==> config.mk <==
export PLATFORM = sky130hd
export DESIGN_NAME = ultrasonic_echo_ranger
export DESIGN_NICKNAME = d
export VERILOG_FILES = /design/src/rtl/uer_pkg.sv /design/src/rtl/uer_ctrl.sv /design/src/rtl/uer_range.sv /design/src/rtl/ultrasonic_echo_ranger.sv
export SDC_FILE = /design/constraint.sdc
export NUM_CORES = 2
export LEC_CHECK = 0
export BUFFER_PORTS_ARGS = -buffer_cell sky130_fd_sc_hd__buf_2
export CAP_MARGIN = 20
export CORE_MARGIN = 3
export CORE_UTILIZATION = 49
export CTS_BUF_LIST = sky130_fd_sc_hd__clkbuf_2
export CTS_CLUSTER_DIAMETER = 50
export DETAILED_ROUTE_END_ITERATION = 12
export GPL_TIMING_DRIVEN = 0
export PLACE_DENSITY = 0.72
export SYNTH_ARGS = -nofsm -noshare
export SYNTH_HDL_FRONTEND = slang
export SYNTH_SLANG_ARGS = --single-unit
==> constraint.sdc <==
create_clock -name clock -period 13.2 [get_ports clock]
set_input_delay 3.96 -clock clock [delete_from_list [all_inputs] [get_ports clock]]
set_output_delay 3.96 -clock clock [all_outputs]
set_load 0.01 [all_outputs]
==> src/rtl/uer_pkg.sv <==
// Package for the ultrasonic echo ranger: codes, constants, register and transaction types.
// No dependencies; used by every module of the block and by its checker.
`default_nettype none

package uer_pkg;

   localparam int unsigned TimerBitsDefault = 16;
   localparam int unsigned CapWidth         = 16;
   localparam int unsigned MinTriggerGapMs  = 50;
   localparam int unsigned DefaultTimeoutMs = 60;
   localparam int unsigned UsPerCm          = 58;
   // floor(y / 29) == (y * Recip29) >> RecipShift for every y below 2**25
   localparam longint unsigned Recip29      = 64'd37025581;
   localparam int unsigned RecipShift       = 30;
   localparam int unsigned RspDepth         = 8;

   localparam logic [2:0] ReqStart    = 3'd0;
   localparam logic [2:0] ReqEdge     = 3'd1;
   localparam logic [2:0] ReqOverflow = 3'd2;
   localparam logic [2:0] ReqRead     = 3'd3;
   localparam logic [2:0] ReqCancel   = 3'd4;

   localparam logic [1:0] StOk      = 2'd0;
   localparam logic [1:0] StError   = 2'd1;
   localparam logic [1:0] StBusy    = 2'd2;
   localparam logic [1:0] StTimeout = 2'd3;

   localparam logic [2:0] CsrEnable      = 3'd0;
   localparam logic [2:0] CsrTimerPeriod = 3'd1;
   localparam logic [2:0] CsrTickUsQ8    = 3'd2;
   localparam logic [2:0] CsrTimeoutMs   = 3'd3;
   localparam logic [2:0] CsrMinDistQ8   = 3'd4;
   localparam logic [2:0] CsrMaxDistQ8   = 3'd5;

   localparam logic [16:0] TimerPeriodReset = 17'd65536;
   localparam logic [15:0] TickUsQ8Reset    = 16'd256;
   localparam logic [19:0] MinDistReset     = 20'd512;
   localparam logic [19:0] MaxDistReset     = 20'd102400;

   typedef enum logic [3:0] {
      PhIdle     = 4'b0001,
      PhRising   = 4'b0010,
      PhFalling  = 4'b0100,
      PhComplete = 4'b1000
   } uer_phase_type;

   typedef struct packed {
      logic        enable;
      logic [16:0] period_ticks;
      logic [15:0] tick_us_q8;
      logic [15:0] wait_limit_ms;
      logic [19:0] min_distance_q8;
      logic [19:0] max_distance_q8;
   } uer_cfg_type;

   typedef struct packed {
      logic        has;
      logic [1:0]  status;
      logic        trigger;
      logic        check;
      logic [31:0] sample_time;
   } uer_tag_type;

   typedef struct packed {
      uer_tag_type tag;
      logic [31:0] ticks;
   } uer_item_type;

   typedef struct packed {
      logic [1:0]  status;
      logic [19:0] distance_cm_q8;
      logic [31:0] fall_time_ms;
      logic        trigger_pulse;
   } uer_rsp_type;

endpackage

`default_nettype wire

==> src/rtl/uer_ctrl.sv <==
// Measurement sequencer: start, capture edge, overflow, read and cancel handling.
// Depends on uer_pkg; registers one tagged transaction per accepted start or read request.
`default_nettype none

module uer_ctrl #(
   parameter int unsigned TIMER_BITS = uer_pkg::TimerBitsDefault
) (
   input  wire logic                 clock,
   input  wire logic                 reset,
   input  wire logic                 accept,
   input  wire logic [2:0]           req_type,
   input  wire logic [31:0]          req_now_ms,
   input  wire logic [15:0]          req_captured_count,
   input  wire logic                 req_update_pending,
   input  wire uer_pkg::uer_cfg_type cfg,
   output      uer_pkg::uer_item_type item
);
   import uer_pkg::*;

   localparam int unsigned CapBits = (TIMER_BITS < CapWidth) ? TIMER_BITS : CapWidth;

   uer_phase_type phase_ff, phase_in;
   logic [15:0]   rise_count_ff, rise_count_in;
   logic [31:0]   overflow_count_ff, overflow_count_in;
   logic          skip_overflow_ff, skip_overflow_in;
   logic [31:0]   echo_ticks_ff, echo_ticks_in;
   logic [31:0]   finish_time_ff, finish_time_in;
   logic          triggered_once_ff, triggered_once_in;
   logic [31:0]   trigger_time_ff, trigger_time_in;
   uer_item_type  item_ff, item_in;

   logic [15:0] cap;
   logic [15:0] half;
   logic        late;
   logic [31:0] since_trig;
   logic [15:0] limit;
   logic [31:0] ov;
   logic [31:0] span;
   logic [31:0] ticks_calc;

   always_comb begin
      cap = '0;
      cap[CapBits-1:0] = req_captured_count[CapBits-1:0];
      half       = cfg.period_ticks[16:1];
      late       = req_update_pending & (cap < half);
      since_trig = req_now_ms - trigger_time_ff;
      limit      = (cfg.wait_limit_ms != '0) ? cfg.wait_limit_ms : 16'(DefaultTimeoutMs);
      ov         = overflow_count_ff + {31'b0, late};
      span       = ov * {15'b0, cfg.period_ticks};
      if (ov == '0 && cap < rise_count_ff) begin
         ticks_calc = '0;
      end else begin
         ticks_calc = span + {16'b0, cap} - {16'b0, rise_count_ff};
      end
   end

   always_comb begin
      phase_in          = phase_ff;
      rise_count_in     = rise_count_ff;
      overflow_count_in = overflow_count_ff;
      skip_overflow_in  = skip_overflow_ff;
      echo_ticks_in     = echo_ticks_ff;
      finish_time_in    = finish_time_ff;
      triggered_once_in = triggered_once_ff;
      trigger_time_in   = trigger_time_ff;
      item_in           = '0;
      item_in.ticks     = echo_ticks_ff;
      if (accept) begin
         unique case (req_type)
            ReqStart: begin
               item_in.tag.has = 1'b1;
               if (!cfg.enable) begin
                  item_in.tag.status = StError;
               end else if (phase_ff != PhIdle) begin
                  item_in.tag.status = StBusy;
               end else if (triggered_once_ff && since_trig < 32'(MinTriggerGapMs)) begin
                  item_in.tag.status = StBusy;
               end else begin
                  item_in.tag.status  = StOk;
                  item_in.tag.trigger = 1'b1;
                  phase_in            = PhRising;
                  rise_count_in       = '0;
                  overflow_count_in   = '0;
                  echo_ticks_in       = '0;
                  skip_overflow_in    = 1'b0;
                  finish_time_in      = '0;
                  trigger_time_in     = req_now_ms;
                  triggered_once_in   = 1'b1;
               end
            end
            ReqEdge: begin
               if (cfg.enable && phase_ff == PhRising) begin
                  rise_count_in     = cap;
                  overflow_count_in = '0;
                  if (late) begin
                     skip_overflow_in = 1'b1;
                  end
                  phase_in = PhFalling;
               end else if (cfg.enable && phase_ff == PhFalling) begin
                  echo_ticks_in  = ticks_calc;
                  finish_time_in = req_now_ms;
                  phase_in       = PhComplete;
               end
            end
            ReqOverflow: begin
               if (cfg.enable && phase_ff == PhFalling) begin
                  if (skip_overflow_ff) begin
                     skip_overflow_in = 1'b0;
                  end else begin
                     overflow_count_in = overflow_count_ff + 32'd1;
                  end
               end
            end
            ReqRead: begin
               item_in.tag.has = 1'b1;
               if (!cfg.enable || phase_ff == PhIdle) begin
                  item_in.tag.status = StError;
               end else if (phase_ff != PhComplete) begin
                  if (since_trig >= {16'b0, limit}) begin
                     item_in.tag.status = StTimeout;
                     phase_in           = PhIdle;
                  end else begin
                     item_in.tag.status = StBusy;
                  end
               end else begin
                  phase_in = PhIdle;
                  if (echo_ticks_ff == '0) begin
                     item_in.tag.status = StError;
                  end else begin
                     item_in.tag.status      = StOk;
                     item_in.tag.check       = 1'b1;
                     item_in.tag.sample_time = finish_time_ff;
                  end
               end
            end
            ReqCancel: begin
               if (cfg.enable) begin
                  phase_in = PhIdle;
               end
            end
            default: begin
            end
         endcase
      end
   end

   always_ff @(posedge clock) begin
      if (reset) begin
         phase_ff          <= PhIdle;
         rise_count_ff     <= '0;
         overflow_count_ff <= '0;
         skip_overflow_ff  <= 1'b0;
         echo_ticks_ff     <= '0;
         finish_time_ff    <= '0;
         triggered_once_ff <= 1'b0;
         trigger_time_ff   <= '0;
         item_ff.tag.has   <= 1'b0;
      end else begin
         phase_ff          <= phase_in;
         rise_count_ff     <= rise_count_in;
         overflow_count_ff <= overflow_count_in;
         skip_overflow_ff  <= skip_overflow_in;
         echo_ticks_ff     <= echo_ticks_in;
         finish_time_ff    <= finish_time_in;
         triggered_once_ff <= triggered_once_in;
         trigger_time_ff   <= trigger_time_in;
         item_ff.tag.has   <= item_in.tag.has;
      end
      item_ff.tag.status      <= item_in.tag.status;
      item_ff.tag.trigger     <= item_in.tag.trigger;
      item_ff.tag.check       <= item_in.tag.check;
      item_ff.tag.sample_time <= item_in.tag.sample_time;
      item_ff.ticks           <= item_in.ticks;
   end

   assign item = item_ff;

endmodule

`default_nettype wire

==> src/rtl/uer_range.sv <==
// Distance stages: echo time product, divide by 58 through a reciprocal, limit check.
// Depends on uer_pkg; takes the sequencer's transaction, yields one result per cycle.
`default_nettype none

module uer_range (
   input  wire logic                  clock,
   input  wire logic                  reset,
   input  wire uer_pkg::uer_item_type item,
   input  wire uer_pkg::uer_cfg_type  cfg,
   output      logic                  push,
   output      uer_pkg::uer_rsp_type  rsp
);
   import uer_pkg::*;

   uer_tag_type s2_tag_ff;
   logic [47:0] prod_ff;
   uer_tag_type s3_tag_ff;
   logic [19:0] quot_ff;
   logic        bad_ff;

   logic [25:0] lo_bound;
   logic [25:0] hi_bound;
   logic [24:0] half_prod;
   logic [50:0] recip_prod;
   logic        bad;

   always_comb begin
      lo_bound   = {6'b0, cfg.min_distance_q8} * 26'(UsPerCm);
      hi_bound   = {6'b0, cfg.max_distance_q8} * 26'(UsPerCm) + 26'(UsPerCm - 1);
      half_prod  = prod_ff[25:1];
      recip_prod = {26'b0, half_prod} * 51'(Recip29);
      bad        = (prod_ff < {22'b0, lo_bound}) || (prod_ff > {22'b0, hi_bound});
   end

   always_ff @(posedge clock) begin
      if (reset) begin
         s2_tag_ff.has <= 1'b0;
         s3_tag_ff.has <= 1'b0;
      end else begin
         s2_tag_ff.has <= item.tag.has;
         s3_tag_ff.has <= s2_tag_ff.has;
      end
      s2_tag_ff.status      <= item.tag.status;
      s2_tag_ff.trigger     <= item.tag.trigger;
      s2_tag_ff.check       <= item.tag.check;
      s2_tag_ff.sample_time <= item.tag.sample_time;
      prod_ff               <= {16'b0, item.ticks} * {32'b0, cfg.tick_us_q8};
      s3_tag_ff.status      <= s2_tag_ff.status;
      s3_tag_ff.trigger     <= s2_tag_ff.trigger;
      s3_tag_ff.check       <= s2_tag_ff.check;
      s3_tag_ff.sample_time <= s2_tag_ff.sample_time;
      quot_ff               <= recip_prod[RecipShift +: 20];
      bad_ff                <= bad;
   end

   always_comb begin
      push              = s3_tag_ff.has;
      rsp.status        = s3_tag_ff.status;
      rsp.trigger_pulse = s3_tag_ff.trigger;
      rsp.distance_cm_q8 = '0;
      rsp.fall_time_ms   = '0;
      if (s3_tag_ff.check) begin
         if (bad_ff) begin
            rsp.status = StError;
         end else begin
            rsp.distance_cm_q8 = quot_ff;
            rsp.fall_time_ms   = s3_tag_ff.sample_time;
         end
      end
   end

endmodule

`default_nettype wire

==> src/rtl/ultrasonic_echo_ranger.sv <==
// Top level of the ultrasonic echo ranger: registers, sequencer, distance stages, result queue.
// Depends on uer_pkg, uer_ctrl and uer_range.
//
//   channel | direction | handshake           | payload
//   req_    | in        | req_valid/req_stall | req_type, req_now_ms, req_captured_count,
//           |           |                     | req_update_pending
//   rsp_    | out       | rsp_valid/rsp_stall | rsp_status, rsp_distance_cm_q8,
//           |           |                     | rsp_fall_time_ms, rsp_trigger_pulse
//   csr_    | in        | csr_valid/csr_ready | csr_index, csr_data (ready always high)
//
// One request per clock while req_stall is low. A start or read gives its result through
// the sequencer register, the multiply stage and the divide/limit stage.
// Results wait in an 8-entry queue; req_stall rises while 8 results are outstanding.
// Synchronous reset clears the queue and the measurement state.
`default_nettype none

module ultrasonic_echo_ranger #(
   parameter int unsigned TIMER_BITS = uer_pkg::TimerBitsDefault
) (
   input  wire logic        clock,
   input  wire logic        reset,
   input  wire logic        req_valid,
   output      logic        req_stall,
   input  wire logic [2:0]  req_type,
   input  wire logic [31:0] req_now_ms,
   input  wire logic [15:0] req_captured_count,
   input  wire logic        req_update_pending,
   output      logic        rsp_valid,
   input  wire logic        rsp_stall,
   output      logic [1:0]  rsp_status,
   output      logic [19:0] rsp_distance_cm_q8,
   output      logic [31:0] rsp_fall_time_ms,
   output      logic        rsp_trigger_pulse,
   input  wire logic        csr_valid,
   output      logic        csr_ready,
   input  wire logic [2:0]  csr_index,
   input  wire logic [19:0] csr_data
);
   import uer_pkg::*;

   localparam int unsigned PtrBits = $clog2(RspDepth);
   localparam int unsigned OccBits = $clog2(RspDepth + 1);

   uer_cfg_type  cfg_ff, cfg_in;
   uer_item_type item;
   uer_rsp_type  push_rsp;
   logic         push;

   uer_rsp_type        queue_ff [RspDepth];
   logic [PtrBits-1:0] wr_ptr_ff, rd_ptr_ff;
   logic [OccBits-1:0] count_ff, count_in;
   logic [OccBits-1:0] occ_ff, occ_in;

   logic accept;
   logic pop;
   logic res_accept;

   assign csr_ready  = 1'b1;
   assign accept     = req_valid & ~req_stall;
   assign pop        = rsp_valid & ~rsp_stall;
   assign res_accept = accept & ((req_type == ReqStart) | (req_type == ReqRead));
   assign req_stall  = (occ_ff == OccBits'(RspDepth));
   assign rsp_valid  = (count_ff != '0);

   always_comb begin
      cfg_in = cfg_ff;
      if (csr_valid && csr_ready) begin
         unique case (csr_index)
            CsrEnable:      cfg_in.enable          = csr_data[0];
            CsrTimerPeriod: cfg_in.period_ticks    = csr_data[16:0];
            CsrTickUsQ8:    cfg_in.tick_us_q8      = csr_data[15:0];
            CsrTimeoutMs:   cfg_in.wait_limit_ms   = csr_data[15:0];
            CsrMinDistQ8:   cfg_in.min_distance_q8 = csr_data;
            CsrMaxDistQ8:   cfg_in.max_distance_q8 = csr_data;
            default: begin
            end
         endcase
      end
   end

   always_comb begin
      occ_in   = occ_ff + OccBits'(res_accept) - OccBits'(pop);
      count_in = count_ff + OccBits'(push) - OccBits'(pop);
   end

   always_ff @(posedge clock) begin
      if (reset) begin
         cfg_ff.enable          <= 1'b0;
         cfg_ff.period_ticks    <= TimerPeriodReset;
         cfg_ff.tick_us_q8      <= TickUsQ8Reset;
         cfg_ff.wait_limit_ms   <= '0;
         cfg_ff.min_distance_q8 <= MinDistReset;
         cfg_ff.max_distance_q8 <= MaxDistReset;
         wr_ptr_ff              <= '0;
         rd_ptr_ff              <= '0;
         count_ff               <= '0;
         occ_ff                 <= '0;
      end else begin
         cfg_ff   <= cfg_in;
         count_ff <= count_in;
         occ_ff   <= occ_in;
         if (push) begin
            wr_ptr_ff <= wr_ptr_ff + PtrBits'(1);
         end
         if (pop) begin
            rd_ptr_ff <= rd_ptr_ff + PtrBits'(1);
         end
      end
   end

   always_ff @(posedge clock) begin
      if (push) begin
         queue_ff[wr_ptr_ff] <= push_rsp;
      end
   end

   assign rsp_status         = queue_ff[rd_ptr_ff].status;
   assign rsp_distance_cm_q8 = queue_ff[rd_ptr_ff].distance_cm_q8;
   assign rsp_fall_time_ms   = queue_ff[rd_ptr_ff].fall_time_ms;
   assign rsp_trigger_pulse  = queue_ff[rd_ptr_ff].trigger_pulse;

   uer_ctrl #(
      .TIMER_BITS (TIMER_BITS)
   ) u_ctrl (
      .clock              (clock),
      .reset              (reset),
      .accept             (accept),
      .req_type           (req_type),
      .req_now_ms         (req_now_ms),
      .req_captured_count (req_captured_count),
      .req_update_pending (req_update_pending),
      .cfg                (cfg_ff),
      .item               (item)
   );

   uer_range u_range (
      .clock (clock),
      .reset (reset),
      .item  (item),
      .cfg   (cfg_ff),
      .push  (push),
      .rsp   (push_rsp)
   );

endmodule

`default_nettype wire

==> results.py <==
metrics = {
    "power_and_ir_drop": {
        "leakagePower_nw": 38.2,
        "peakVddDrop_uv": 86.8,
        "powerDensity_nw_per_um2": 69.8,
    },
    "clock_tree": {
        "cts.clk_slew.worst_paths_ns": 0.10,
        "clockBufferDepth": 3,
        "insertion_delay_ns": 1.80,
        "cts_buffers": 213,
        "clock-root-buffer": "clkbuf_2",
        "cts_htree_levels": 4,
        "cts_tree": "yes",
        "cts.sinks": 909,
    },
    "grt": {
        "grtUsageTotal_pct": 26.3,
        "antenna_found_initial": 20,
        "grt_pass1_vias": 60665,
        "grt_max_degree": 27,
        "grt_pass1_wl_mm": 341,
        "overflow": 0,
    },
    "setup_path": {
        "arrival_ns": 14.32,
        "crit_path_end_kind": "flip-flop",
        "regToRegStartpoint": "cfg_ff[74]$_SDFFE_PP0P_",
        "critical_path.max_stage_delay_ns": 0.60,
        "path_class": "in -> reg",
        "cp_data_required_time_ns": 14.73,
        "cp-start-kind": "input port",
        "ff2ff_path_depth": 41,
        "regToRegSetupSlack_ns": 1.77,
        "r2r_end": "u_ctrl.echo_ticks_ff[30]$_SDFFE_PP0P_",
        "cp_slowest_cell": "fa_1",
        "worst_path_most_repeated_cell": "fa_1",
        "crit_path_max_fanout": 10,
    },
    "synthesis": {
        "ys_seq_area_share_pct": 28.1,
        "syn_nets": 9690,
        "yosys.cell_types.count": 89,
        "synth-async-reset-ratio_pct": 0,
        "yosys_warnings": 0,
        "synth_seq_cells": 909,
        "dominantRegCellSynth": "dfxtp_1",
        "synthCells": 7791,
        "synth_area_sq_um": 80400,
        "synth_edf_count": 440,
        "syn_area_per_cell_sq_um": 10.3,
    },
    "detailed_routing": {
        "ant_nets": 0,
        "drc": 0,
        "viasPerCell": 5.39,
        "via_count": 56907,
        "first_iter_violations": 3966,
        "wl_per_cell_microns": 20.8,
        "dr.pass1.iters": 6,
        "wirelength_mm": 219,
    },
    "place": {
        "port_buffers": 135,
        "place_area_sq_um": 84300,
        "place_inst": 10133,
        "hpwl_mm": 176,
        "dp_slack_ns": -3.09,
        "gp_congestion": 0.971,
    },
    "die": {
        "die-area_sq_um": 169000,
        "die_x_microns": 411,
        "io_pins": 138,
        "die_h_microns": 411,
        "core_sq_um": 163000,
        "initial_core_util_pct": 49.3,
        "num_rows": 148,
    },
    "min_path": {
        "holdPathEnd": "u_ctrl.item[21]$_DFF_P_",
        "min_path_type": "reg -> reg",
        "whs_path_depth": 0,
        "worstHoldStart": "u_ctrl.echo_ticks_ff[21]$_SDFFE_PP0P_",
    },
    "sta": {
        "fin_crit_ns": 12.79,
        "rsz0062_at_grt": "no",
        "fin_skew_ns": 0.306,
        "tns_ns": 0,
        "finalSetupViolations": 0,
        "timing.final.crit_share_pct": 96.9,
        "max_freq_ghz": 0.0782,
        "worst_slack_ns": 0.412,
        "tightest_slew_ns": 1.12,
        "drv_slew": 0,
        "slew_headroom_pct": 24.8,
        "hold_viol_final": 0,
    },
    "layout": {
        "finalNonFillerCells": 10553,
        "finalInstanceArea_sq_um": 86800,
        "fin_nets": 10080,
        "layout-drive-gt1-share_pct": 9.42,
        "fillers": 14333,
        "area_delta_synth_final_pct": 7.91,
    },
    "run_status": {
        "outcome": "completed",
    },
    "job": {
        "drv_cap": 0,
    },
}
==> Yosys cell counts, types with 20 or more instances <==
library cell | number | area share (%)
a21o_1 | 85 | 0.79
or4_1 | 24 | 0.22
inv_1 | 1538 | 7.2
xnor2_1 | 137 | 1.5
or3_1 | 27 | 0.21
dfxtp_1 | 469 | 12
nor3_1 | 56 | 0.35
ha_1 | 718 | 11
and3_1 | 22 | 0.17
nor2b_1 | 40 | 0.31
a21oi_1 | 299 | 1.9
nand4_1 | 41 | 0.32
a22oi_1 | 62 | 0.58
o21a_1 | 36 | 0.34
nand3_1 | 74 | 0.46
o21ai_0 | 139 | 0.87
xor2_1 | 95 | 1.0
edfxtp_1 | 440 | 16
and2_1 | 377 | 2.9
o21bai_1 | 20 | 0.19
nand2_1 | 923 | 4.3
clkbuf_1 | 246 | 1.1
o211ai_1 | 22 | 0.21
mux2_2 | 55 | 0.77
nor4_1 | 37 | 0.29
nand2b_1 | 45 | 0.35
nor2_1 | 310 | 1.4
mux4_2 | 110 | 3.1
fa_1 | 1101 | 27
==> routing by layer <==
layer,track usage [%],up-vias,share of wire (%)
met5,0,-,0.029
met4,12.6,8,5.3
met3,5.88,562,8.2
met2,44.2,2167,48
met1,32.1,28348,38
li1,-,25822,-
==> through the flow <==
stage / hold slack, ns / total power, mW / utilization, %
after floorplan: 0.310 / 3.83 / -
after global placement: 0.310 / 4.18 / 51.4
after detailed placement: 0.312 / 4.21 / 51.8
after CTS: 0.164 / 6.12 / 53.1
after global routing: 0.186 / 6.36 / 53.2
final: 0.210 / 6.06 / 53.2
==> sequential cells by signal (all words and copies together), names as in the netlist, 35 cells and up, named ones only <==
name	count
queue_ff	440
u_ctrl.item	69
u_range.prod_ff	48
cfg_ff	90
u_range.s2_tag_ff	37
u_range.s3_tag_ff	35
==> worst max-delay path by stage <==
stage                     slack (ns)                  start                               endpoint  cells past startpoint
after floorplan                 0.39  req_captured_count[1]  u_ctrl.echo_ticks_ff[30]$_SDFFE_PP0P_                     40
after global placement         -2.92  req_captured_count[1]  u_ctrl.echo_ticks_ff[30]$_SDFFE_PP0P_                     39
after detailed placement       -3.09  req_captured_count[1]  u_ctrl.echo_ticks_ff[30]$_SDFFE_PP0P_                     39
after CTS                       0.06  req_captured_count[1]  u_ctrl.echo_ticks_ff[30]$_SDFFE_PP0P_                     39
after global routing            0.05  req_captured_count[1]  u_ctrl.echo_ticks_ff[30]$_SDFFE_PP0P_                     41
final                           0.41  req_captured_count[1]  u_ctrl.echo_ticks_ff[30]$_SDFFE_PP0P_                     40
==> critical path: cells and delay by family <==
kind	cells	cell delay [ns]
fa+ha+maj	10	4.18
compound gates	17	3.74
buf+inv	7	1.01
xor+xnor	2	0.74
simple gates	4	0.65
==> placed cells by master (no fill, tap or decap), types with 62 or more instances in the layout <==
cell | synthesis | final
and2_1 | 377 | 377
o21ai_0 | 139 | 138
a21o_1 | 85 | 85
xnor2_1 | 137 | 129
clkbuf_2 | 1 | 329
a22oi_1 | 62 | 62
dfxtp_1 | 469 | 469
a21oi_1 | 299 | 297
inv_1 | 1538 | 1538
mux4_2 | 110 | 110
clkbuf_1 | 246 | 238
fa_1 | 1101 | 1101
edfxtp_1 | 440 | 440
nand3_1 | 74 | 73
nand2_1 | 923 | 923
nor2_1 | 310 | 302
buf_2 | 11 | 146
ha_1 | 718 | 718
xor2_1 | 95 | 88
==> cell type report <==
cell class / count / area (sq um) / share of cell area (%)
Antenna cell: 20 / 50.0 / 0.0577
Tap cell: 2175 / 2720 / 3.14
Sequential cell: 909 / 22600 / 26.0
Buffer: 277 / 1090 / 1.25
Multi-Input combinational cell: 5067 / 51300 / 59.1
Clock inverter: 71 / 472 / 0.544
Timing Repair Buffer: 175 / 1200 / 1.38
Inverter: 1538 / 5770 / 6.65
Clock buffer: 321 / 1610 / 1.85
==> cells by family after synthesis <==
group                      synth area share [%]
muxes                                      4.03
adders and majority gates                  38.6
DFF                                        28.1
AOI/OAI and AO/OA                          6.22
buffers and inverters                      8.51
and+or+nand+nor                            11.9
other                                   0.00466
xor gates and xnor gates                   2.61
==> timing repair <==
item	CTS	global route
hold buffers	0	0
buffers inserted	2	2
resized for setup	30	17
endpoints found under the setup margin	11	6
pin swaps	0	3
==> power by group <==
group	switching (mW)	total [mW]	internal [mW]
Sequential	0.0244	2.98	2.95
Clock	1.16	1.90	0.740
Combinational	0.681	1.18	0.499
No activity file was read; power rests on OpenSTA's default activity.
